### src/nnps_pkg.sv
package nnps_pkg;

   localparam int unsigned COORD_WIDTH  = 12;
   localparam int unsigned SIZE_WIDTH   = 13;
   localparam int unsigned STRIDE_WIDTH = 14;
   localparam int unsigned OFFSET_WIDTH = 25;
   localparam int unsigned CSR_WIDTH    = 14;
   localparam int unsigned NUM_WIDTH    = 24;  // coordinate times size
   localparam int unsigned QUO_WIDTH    = COORD_WIDTH;

   localparam logic [SIZE_WIDTH-1:0]   MAX_DIMENSION = SIZE_WIDTH'(4096);
   localparam logic [STRIDE_WIDTH-1:0] MAX_STRIDE    = STRIDE_WIDTH'(8192);

   localparam logic [SIZE_WIDTH-1:0]   RESET_SOURCE_WIDTH   = SIZE_WIDTH'(1920);
   localparam logic [SIZE_WIDTH-1:0]   RESET_SOURCE_HEIGHT  = SIZE_WIDTH'(1080);
   localparam logic [SIZE_WIDTH-1:0]   RESET_TARGET_WIDTH   = SIZE_WIDTH'(1920);
   localparam logic [SIZE_WIDTH-1:0]   RESET_TARGET_HEIGHT  = SIZE_WIDTH'(1080);
   localparam logic [STRIDE_WIDTH-1:0] RESET_LUMA_STRIDE    = STRIDE_WIDTH'(1920);
   localparam logic [STRIDE_WIDTH-1:0] RESET_CHROMA_STRIDE  = STRIDE_WIDTH'(960);

   typedef enum logic [2:0] {
      REG_SOURCE_WIDTH,
      REG_SOURCE_HEIGHT,
      REG_TARGET_WIDTH,
      REG_TARGET_HEIGHT,
      REG_LUMA_SOURCE_STRIDE,
      REG_CHROMA_SOURCE_STRIDE,
      REG_LUMA_TARGET_STRIDE,
      REG_CHROMA_TARGET_STRIDE
   } csr_index_type;

   typedef struct packed {
      logic [COORD_WIDTH-1:0] target_column;
      logic [COORD_WIDTH-1:0] target_row;
      logic                   chroma_plane;
   } nnps_req_type;

   typedef struct packed {
      logic [COORD_WIDTH-1:0]  source_column;
      logic [COORD_WIDTH-1:0]  source_row;
      logic [OFFSET_WIDTH-1:0] source_offset;
      logic [OFFSET_WIDTH-1:0] target_offset;
      logic                    bad_request;
   } nnps_rsp_type;

endpackage

### src/nearest_neighbor_plane_scaler_core.sv
// Nearest-neighbor address generator for I420 planes. Each item names one
// destination pixel (column, row, luma or chroma plane) and returns the nearest
// source column and row plus the byte offsets of source and destination pixel
// within their planes. Chroma uses the luma sizes halved; U and V share strides.
// Throughput is one item per clock while the result side does not stall. The
// pipeline is built around the restoring divider, which resolves one quotient
// bit per pipeline stage over 12 stages, framed by a plane-select stage, a
// multiply stage, and an offset multiply and add stage pair. Stalls on the
// result side fill empty stages first. The user must write registers only while
// no items are in flight; the block itself does not enforce this.
module nearest_neighbor_plane_scaler_core (
   input  logic                         clock,
   input  logic                         reset,
   input  logic                         req_valid,
   output logic                         req_ready,
   input  nnps_pkg::nnps_req_type       req_data,
   output logic                         rsp_valid,
   input  logic                         rsp_ready,
   output nnps_pkg::nnps_rsp_type       rsp_data,
   input  logic                         csr_write_enable,
   input  nnps_pkg::csr_index_type      csr_index,
   input  logic [nnps_pkg::CSR_WIDTH-1:0] csr_write_data
);
   import nnps_pkg::*;

   localparam int unsigned DIV_STAGES = QUO_WIDTH;
   localparam int unsigned NUM_STAGES = DIV_STAGES + 4;
   localparam int unsigned MUL_STAGE  = DIV_STAGES + 2;
   localparam int unsigned OUT_STAGE  = DIV_STAGES + 3;

   typedef struct packed {
      logic [COORD_WIDTH-1:0]  dx;
      logic [COORD_WIDTH-1:0]  dy;
      logic [SIZE_WIDTH-1:0]   sw;
      logic [SIZE_WIDTH-1:0]   sh;
      logic [SIZE_WIDTH-1:0]   dw;
      logic [SIZE_WIDTH-1:0]   dh;
      logic [STRIDE_WIDTH-1:0] sstride;
      logic [STRIDE_WIDTH-1:0] dstride;
      logic                    bad;
   } front_type;

   typedef struct packed {
      logic [NUM_WIDTH-1:0]    rem_x;
      logic [NUM_WIDTH-1:0]    rem_y;
      logic [QUO_WIDTH-1:0]    q_x;
      logic [QUO_WIDTH-1:0]    q_y;
      logic [SIZE_WIDTH-1:0]   dw;
      logic [SIZE_WIDTH-1:0]   dh;
      logic [COORD_WIDTH-1:0]  dx;
      logic [STRIDE_WIDTH-1:0] sstride;
      logic [OFFSET_WIDTH-1:0] prod_t;
      logic                    bad;
   } div_type;

   typedef struct packed {
      logic [COORD_WIDTH-1:0]  sx;
      logic [COORD_WIDTH-1:0]  sy;
      logic [OFFSET_WIDTH-1:0] prod_s;
      logic [OFFSET_WIDTH-1:0] target_offset;
      logic                    bad;
   } mul_type;

   function automatic logic [SIZE_WIDTH-1:0] clamp_size(input logic [SIZE_WIDTH-1:0] v);
      return (v > MAX_DIMENSION) ? MAX_DIMENSION : v;
   endfunction

   function automatic logic [STRIDE_WIDTH-1:0] clamp_stride(
      input logic [STRIDE_WIDTH-1:0] v);
      return (v > MAX_STRIDE) ? MAX_STRIDE : v;
   endfunction

   // configuration registers
   logic [SIZE_WIDTH-1:0]   source_width_ff, source_height_ff;
   logic [SIZE_WIDTH-1:0]   target_width_ff, target_height_ff;
   logic [STRIDE_WIDTH-1:0] luma_source_stride_ff, chroma_source_stride_ff;
   logic [STRIDE_WIDTH-1:0] luma_target_stride_ff, chroma_target_stride_ff;

   always_ff @(posedge clock) begin
      if (reset) begin
         source_width_ff         <= RESET_SOURCE_WIDTH;
         source_height_ff        <= RESET_SOURCE_HEIGHT;
         target_width_ff         <= RESET_TARGET_WIDTH;
         target_height_ff        <= RESET_TARGET_HEIGHT;
         luma_source_stride_ff   <= RESET_LUMA_STRIDE;
         chroma_source_stride_ff <= RESET_CHROMA_STRIDE;
         luma_target_stride_ff   <= RESET_LUMA_STRIDE;
         chroma_target_stride_ff <= RESET_CHROMA_STRIDE;
      end else if (csr_write_enable) begin
         case (csr_index)
            REG_SOURCE_WIDTH:         source_width_ff  <= csr_write_data[SIZE_WIDTH-1:0];
            REG_SOURCE_HEIGHT:        source_height_ff <= csr_write_data[SIZE_WIDTH-1:0];
            REG_TARGET_WIDTH:         target_width_ff  <= csr_write_data[SIZE_WIDTH-1:0];
            REG_TARGET_HEIGHT:        target_height_ff <= csr_write_data[SIZE_WIDTH-1:0];
            REG_LUMA_SOURCE_STRIDE:   luma_source_stride_ff   <= csr_write_data;
            REG_CHROMA_SOURCE_STRIDE: chroma_source_stride_ff <= csr_write_data;
            REG_LUMA_TARGET_STRIDE:   luma_target_stride_ff   <= csr_write_data;
            REG_CHROMA_TARGET_STRIDE: chroma_target_stride_ff <= csr_write_data;
            default: ;
         endcase
      end
   end

   // stage handshake: a stage takes new data when empty or when it drains
   logic [NUM_STAGES-1:0] valid_ff;
   logic [NUM_STAGES-1:0] upstream_valid;
   logic [NUM_STAGES:0]   en;

   assign en[NUM_STAGES]  = rsp_ready;
   assign upstream_valid  = {valid_ff[NUM_STAGES-2:0], req_valid};

   for (genvar k = 0; k < NUM_STAGES; k++) begin : g_en
      assign en[k] = ~valid_ff[k] | en[k+1];
   end

   always_ff @(posedge clock) begin
      if (reset) begin
         valid_ff <= '0;
      end else begin
         for (int k = 0; k < NUM_STAGES; k++) begin
            if (en[k]) valid_ff[k] <= upstream_valid[k];
         end
      end
   end

   assign req_ready = en[0];
   assign rsp_valid = valid_ff[OUT_STAGE];

   // stage 0: plane geometry and range check
   front_type front_in, front_ff;
   logic [SIZE_WIDTH-1:0] sw_c, sh_c, dw_c, dh_c;

   always_comb begin
      sw_c = clamp_size(source_width_ff);
      sh_c = clamp_size(source_height_ff);
      dw_c = clamp_size(target_width_ff);
      dh_c = clamp_size(target_height_ff);
      front_in.dx = req_data.target_column;
      front_in.dy = req_data.target_row;
      if (req_data.chroma_plane) begin
         front_in.sw      = sw_c >> 1;
         front_in.sh      = sh_c >> 1;
         front_in.dw      = dw_c >> 1;
         front_in.dh      = dh_c >> 1;
         front_in.sstride = clamp_stride(chroma_source_stride_ff);
         front_in.dstride = clamp_stride(chroma_target_stride_ff);
      end else begin
         front_in.sw      = sw_c;
         front_in.sh      = sh_c;
         front_in.dw      = dw_c;
         front_in.dh      = dh_c;
         front_in.sstride = clamp_stride(luma_source_stride_ff);
         front_in.dstride = clamp_stride(luma_target_stride_ff);
      end
      front_in.bad = (front_in.sw == '0) || (front_in.sh == '0) ||
                     (front_in.dw == '0) || (front_in.dh == '0) ||
                     ({1'b0, front_in.dx} >= front_in.dw) ||
                     ({1'b0, front_in.dy} >= front_in.dh);
   end

   always_ff @(posedge clock) begin
      if (en[0]) front_ff <= front_in;
   end

   // stage 1: products; stages 2..13: one quotient bit each
   div_type div_in [DIV_STAGES+1];
   div_type div_ff [DIV_STAGES+1];
   logic [COORD_WIDTH+SIZE_WIDTH-1:0]   num_x, num_y;
   logic [COORD_WIDTH+STRIDE_WIDTH-1:0] prod_t;

   always_comb begin
      num_x  = front_ff.dx * front_ff.sw;
      num_y  = front_ff.dy * front_ff.sh;
      prod_t = front_ff.dy * front_ff.dstride;
      div_in[0].rem_x   = num_x[NUM_WIDTH-1:0];
      div_in[0].rem_y   = num_y[NUM_WIDTH-1:0];
      div_in[0].q_x     = '0;
      div_in[0].q_y     = '0;
      div_in[0].dw      = front_ff.dw;
      div_in[0].dh      = front_ff.dh;
      div_in[0].dx      = front_ff.dx;
      div_in[0].sstride = front_ff.sstride;
      div_in[0].prod_t  = prod_t[OFFSET_WIDTH-1:0];
      div_in[0].bad     = front_ff.bad;
   end

   for (genvar j = 0; j < DIV_STAGES; j++) begin : g_div
      localparam int unsigned BIT = QUO_WIDTH - 1 - j;
      logic [NUM_WIDTH:0] dvx, dvy;
      logic               take_x, take_y;

      always_comb begin
         dvx    = {{(NUM_WIDTH+1-SIZE_WIDTH){1'b0}}, div_ff[j].dw} << BIT;
         dvy    = {{(NUM_WIDTH+1-SIZE_WIDTH){1'b0}}, div_ff[j].dh} << BIT;
         take_x = {1'b0, div_ff[j].rem_x} >= dvx;
         take_y = {1'b0, div_ff[j].rem_y} >= dvy;
         div_in[j+1] = div_ff[j];
         if (take_x) div_in[j+1].rem_x = div_ff[j].rem_x - dvx[NUM_WIDTH-1:0];
         if (take_y) div_in[j+1].rem_y = div_ff[j].rem_y - dvy[NUM_WIDTH-1:0];
         div_in[j+1].q_x[BIT] = take_x;
         div_in[j+1].q_y[BIT] = take_y;
      end
   end

   always_ff @(posedge clock) begin
      for (int i = 0; i <= DIV_STAGES; i++) begin
         if (en[i+1]) div_ff[i] <= div_in[i];
      end
   end

   // source row times stride; destination offset sum
   mul_type mul_in, mul_ff;
   logic [COORD_WIDTH+STRIDE_WIDTH-1:0] prod_s;

   always_comb begin
      prod_s               = div_ff[DIV_STAGES].q_y * div_ff[DIV_STAGES].sstride;
      mul_in.sx            = div_ff[DIV_STAGES].q_x;
      mul_in.sy            = div_ff[DIV_STAGES].q_y;
      mul_in.prod_s        = prod_s[OFFSET_WIDTH-1:0];
      mul_in.target_offset = div_ff[DIV_STAGES].prod_t +
                             {{(OFFSET_WIDTH-COORD_WIDTH){1'b0}}, div_ff[DIV_STAGES].dx};
      mul_in.bad           = div_ff[DIV_STAGES].bad;
   end

   always_ff @(posedge clock) begin
      if (en[MUL_STAGE]) mul_ff <= mul_in;
   end

   // result register; rejected items read as zeros
   nnps_rsp_type rsp_in, rsp_ff;

   always_comb begin
      rsp_in.bad_request = mul_ff.bad;
      if (mul_ff.bad) begin
         rsp_in.source_column = '0;
         rsp_in.source_row    = '0;
         rsp_in.source_offset = '0;
         rsp_in.target_offset = '0;
      end else begin
         rsp_in.source_column = mul_ff.sx;
         rsp_in.source_row    = mul_ff.sy;
         rsp_in.source_offset = mul_ff.prod_s +
                                {{(OFFSET_WIDTH-COORD_WIDTH){1'b0}}, mul_ff.sx};
         rsp_in.target_offset = mul_ff.target_offset;
      end
   end

   always_ff @(posedge clock) begin
      if (en[OUT_STAGE]) rsp_ff <= rsp_in;
   end

   assign rsp_data = rsp_ff;

endmodule

### config.mk
export PLATFORM = sky130hd
export DESIGN_NAME = nearest_neighbor_plane_scaler_core
export DESIGN_NICKNAME = d
export VERILOG_FILES = /design/src/nnps_pkg.sv /design/src/nearest_neighbor_plane_scaler_core.sv
export SDC_FILE = /design/constraint.sdc
export NUM_CORES = 2
export LEC_CHECK = 0
export ABC_AREA = 1
export BUFFER_PORTS_ARGS = -buffer_cell sky130_fd_sc_hd__buf_4
export CAP_MARGIN = 5
export CORE_ASPECT_RATIO = 1.2
export CORE_MARGIN = 4
export CORE_UTILIZATION = 50
export CTS_BUF_LIST = sky130_fd_sc_hd__clkbuf_4 sky130_fd_sc_hd__clkbuf_8 sky130_fd_sc_hd__clkbuf_16
export CTS_CLUSTER_DIAMETER = 150
export DETAILED_ROUTE_END_ITERATION = 8
export PLACE_DENSITY = 0.68
export SYNTH_ARGS = -nofsm -noshare
export SYNTH_HDL_FRONTEND = slang
export SYNTH_SLANG_ARGS = --single-unit
export TNS_END_PERCENT = 1
### constraint.sdc
create_clock -name clock -period 18.1 [get_ports clock]
set_clock_uncertainty 0.05 [all_clocks]
set_input_delay 3.62 -clock clock [delete_from_list [all_inputs] [get_ports clock]]
set_output_delay 3.62 -clock clock [all_outputs]
set_load 0.05 [all_outputs]
==> out/qor_table.md <==
| Stage | Result | Value |
|:---|:---|:---|
| final layout | Layout area overhead | 10.1% |
| place | HPWL after DPL | 182 mm |
| timing | Peak clock frequency supported by timing | 93.0 MHz |
| clocking | TritonCTS clock tree | done |
| floorplanning | Die Y-Extent | 524 µm |
| place | Count of input and output buffers | 123 |
| setup path | Crit path kind | primary input to output port |
| floorplanning | Floorplan Core Area | 0.221 mm² |
| synth | Number of synthesized flops with an enable pin | 1,975 |
| power and ir drop | Final Total Pwr | 20.1 mW |
| clocking | CTS clk-pin slew, worst paths | 60 ps |
| setup path | Worst endpoint required time | 14,430 ps |
| timing | Setup repair after global routing missed its margin | no |
| final layout | Layout net count | 11,400 |
| place | Global placement routability congestion | 0.930 |
| timing | Transition at the pin with the smallest max-transition slack | 1110 ps |
| clocking | Maximum level of the CTS H-tree | 4 |
| power and ir drop | Part of the total power dissipated in combinational logic | 0.392 |
| detailed routing | Drc violations | 0 |
| floorplanning | Std-Cell Rows | 189 |
| setup path | CP startpoint kind | primary input |
| global route | Met3 layer usage reported by global route | 0.0250 |
| setup path | Worst path max stage delay | 510 ps |
| global route | Wire length of the first global-routing pass | 378 mm |
| timing | Time the worst path needs with I/O delays and setup | 10,750 ps |
| global route | GRT overflow | 0 |
| synth | Mux cell area share after synthesis | 0.0000901 |
| final layout | Sequential cell area | 0.0618 mm² |
| setup path | Worst-path cell chain | buf_4 -> inv_1 -> nand4_4 -> buf_4 -> nor3_2 -> nand4_4 -> nor2_4 -> nand4_4 -> nor2_4 -> nand4_1 -> buf_12 -> buf_4 |
| clocking | Clock root cell | clkbuf_16 |
| synth | Cell area after synthesis | 0.111 mm² |
| synth | Mean instance size in the synthesized netlist | 10.9 µm² |
| global route | GR peak layer | met2 |
| clocking | CTS buffer count | 201 |
| setup path | Crit end category | output port |
| clocking | Number of cells upsized or downsized after cts | 0 |
| global route | Global-route usage over all layers | 0.207 |
| floorplanning | Starting density of the core | 0.503 |
| final layout | Area of combinational cells with multiple inputs | 0.0416 mm² |
| global route | Initial antenna violation count | 6 |
| power and ir drop | Pwr Density | 165 mW/mm² |
| power and ir drop | Net Sw Frac | 0.373 |
| global route | Vias in the first global route | 71,600 |
| detailed routing | Vias/cell | 5.16 |
| synth | Xor and xnor fraction of the mapped netlist area | 0.0328 |
| final layout | Fraction of layout cells with a size suffix above 1 | 0.0614 |
| power and ir drop | Leakage power summed over all cells | 54.5 nW |
| power and ir drop | Max rail drop VDD | 0.183 mV |
| detailed routing | Routed Antenna Nets | 0 |
| detailed routing | Number of DRC violations after detailed-routing iteration 0 | 4,509 |
| timing | Max-slew violation total from the final report | 0 |
| global route | Met2 demand-to-capacity share in global routing | 0.381 |
| clocking | Number of buffers added for setup after CTS | 0 |
| status | Status | finished clean |
| power and ir drop | Share of power burned in the clock network | 0.217 |
| global route | Largest net degree at the start of global routing | 108 |
| floorplanning | Width of the chip | 438 µm |
| synth | Number of register bits inferred by synthesis | 2,099 |
| synth | Most instantiated flip-flop cell in the synthesis netlist | edfxtp_1 |
| clocking | Insertion delay of the later-clocked pin in the worst-skew pair | 870 ps |
| timing | Final period util | 0.594 |
| power and ir drop | Switching Power | 7.51 mW |
| clocking | Number of buffers between clock root and the deepest sink | 3 |
| timing | Sum Neg Setup Slack | 0 ps |
| detailed routing | Total via count after detailed routing | 69,300 |
| final layout | Filler cells | 18,600 |
| synth | Count of distinct cell types in the synthesized netlist | 72 |
| floorplanning | Number of I/O pins | 124 |
| power and ir drop | Internal Dissipation | 12.6 mW |
| synth | Area fraction in and, or, nand and nor cells after synthesis | 0.119 |
| detailed routing | Router iterations before antenna repair | 8 |
| timing | Number of hold violations in the final report | 0 |
| timing | # setup viols final | 0 |
| timing | Relative slew margins | 0.262 |
| power and ir drop | Fraction of power consumed by sequential logic | 0.391 |
| synth | Adder and majority cell fraction of the synthesized area | 0.154 |
| synth | Synth Net Count | 11,300 |
| synth | Total number of yosys warnings | 0 |
| setup path | Crit-path slowest cell | nor3_2 |
| setup path | Crit path arrival time | 7080 ps |
| synth | Combinational family with the most area after synthesis | adder cells |
| synth | Ys async rst share | 0 |
| floorplanning | Die ar. | 0.230 mm² |
| synth | Post-Syn Instances | 10,200 |
| setup path | Largest fanout of any net on the critical path | 107 |
| run | MaxCap Viol Count | 0 |
| synth | Post-synthesis compound-gate area fraction | 0.0676 |
| detailed routing | Wire length after detailed routing | 234 mm |
| synth | Part of the Yosys area used for sequential elements | 0.556 |
| clocking | Number of clock sinks seen by CTS | 2,099 |
| clocking | Hold-fix buffer count after cts | 0 |
| worst hold path | Type of the tightest min-delay check | flop to flop |
| global route | Met1 demand-to-capacity share in global routing | 0.240 |
| detailed routing | Routed wire per std cell | 17.4 µm |
worst paths after layout:
path,from,end,slack (ps),cells past startpoint
max,rsp_ready,req_ready,7350,12
min,div_ff[0][163],div_ff[0][313],320,0
max reg2reg,div_ff[1][684],mul_ff[48],12280,16
min reg2reg,div_ff[0][163],div_ff[0][313],320,0
state kept, by name, indices dropped and copies added, names as in the netlist, 14 cells and up:
| register | flops |
|---|---|
| chroma_target_stride_ff | 14 |
| luma_target_stride_ff | 14 |
| valid_ff | 16 |
| luma_source_stride_ff | 14 |
| div_ff | 1720 |
| rsp_data | 75 |
| mul_ff | 75 |
| div_in | 53 |
| chroma_source_stride_ff | 14 |
| front_ff | 52 |
power by group through the flow:
stage	Clock, mW	Sequential [mW]	Combinational [mW]
detailed placement	0	7.99	7.83
CTS	4.49	7.89	7.88
floorplan	0	7.66	5.94
finish	4.37	7.87	7.89
global placement	0	7.95	7.68
global route	4.69	7.99	8.97
logic make-up (layout without fill, tap and decap cells):
group | after synthesis | count (layout)
AND/OR/NAND/NOR | 3181 | 3181
flip-flops | 2099 | 2099
buffers and inverters | 2019 | 2333
AO/OA/AOI/OAI | 1358 | 1358
adder cells (fa/ha/maj) | 1082 | 1082
XOR/XNOR | 416 | 416
multiplexers | 1 | 1
other | 0 | 2
layer usage:
metal / wire [µm] / up-vias
li1: - / 34000
met2: 122000 / 1634
met3: 9000 / 515
met1: 92100 / 33200
met5: 13 / -
met4: 11200 / 2
worst max-delay path: cells and delay by family:
family / cells / cell delay, ps
and+or+nand+nor: 7 / 1960
buffers and inverters: 5 / 1260
final cells by class:
class | instances | share of cell area
sequential | 2099 | 0.505
multi-input combinational | 6038 | 0.340
inverter | 1788 | 0.0551
clock buffer | 237 | 0.0442
tap | 2960 | 0.0303
clock inverter | 139 | 0.0143
timing repair buffer | 169 | 0.0105
antenna | 2 | 0.0000409
cell usage in the layout, fill, tap and decap left out, drive strengths merged, types with 31 or more instances in the layout:
cell	count
o21ai	610
nor3	75
nand2	1870
clkinv	90
nor4	80
nor2	703
xnor2	205
nand4	93
a21o	47
dfxtp	124
o211ai	31
clkbuf	237
nand3	304
ha	602
edfxtp	1975
a31oi	40
inv	1805
a21oi	521
buf	169
xor2	211
fa	480
synthesized netlist by cell type, drive strengths merged, types with 2 or more instances:
cell / number / area, µm²
clkinv: 2 / 8.75
edfxtp: 1975 / 59300
and3: 2 / 12.5
a21boi: 12 / 97.6
xnor2: 205 / 1800
a21oi: 521 / 2630
a211oi: 11 / 92.6
nor3b: 2 / 15.0
nor3: 75 / 392
a21o: 47 / 353
or4: 2 / 15.0
o31ai: 11 / 87.6
nor4: 80 / 515
a31oi: 40 / 250
ha: 602 / 7530
inv: 1786 / 6700
dfxtp: 124 / 2480
nand2: 1870 / 7060
and2: 2 / 12.5
o21a: 19 / 143
or2: 30 / 188
o211a: 6 / 60.1
nand3: 304 / 1580
xor2: 211 / 1850
nor2: 703 / 2670
o22ai: 3 / 18.8
a32o: 4 / 40.0
fa: 480 / 9610
o21bai: 15 / 120
clkbuf: 172 / 652
buf: 59 / 379
nand3b: 16 / 120
o2111ai: 15 / 131
o221ai: 2 / 17.5
o211ai: 31 / 238
o21ai: 610 / 3110
a221oi: 8 / 88.8
nand4: 93 / 609
per-stage QoR:
step	cell area (µm²)	cells	hold slack, ps	setup slack, ps	util
after floorplan	111000	10200	350	52.1	-
after global placement	115000	13100	351	7400	0.521
after detailed placement	115000	13100	355	7380	0.521
after CTS	122000	13400	310	7340	0.554
after global routing	122000	13400	311	7080	0.554
final	122000	13400	319	7350	0.554
Note: power is estimated with default switching activity, not from simulation.
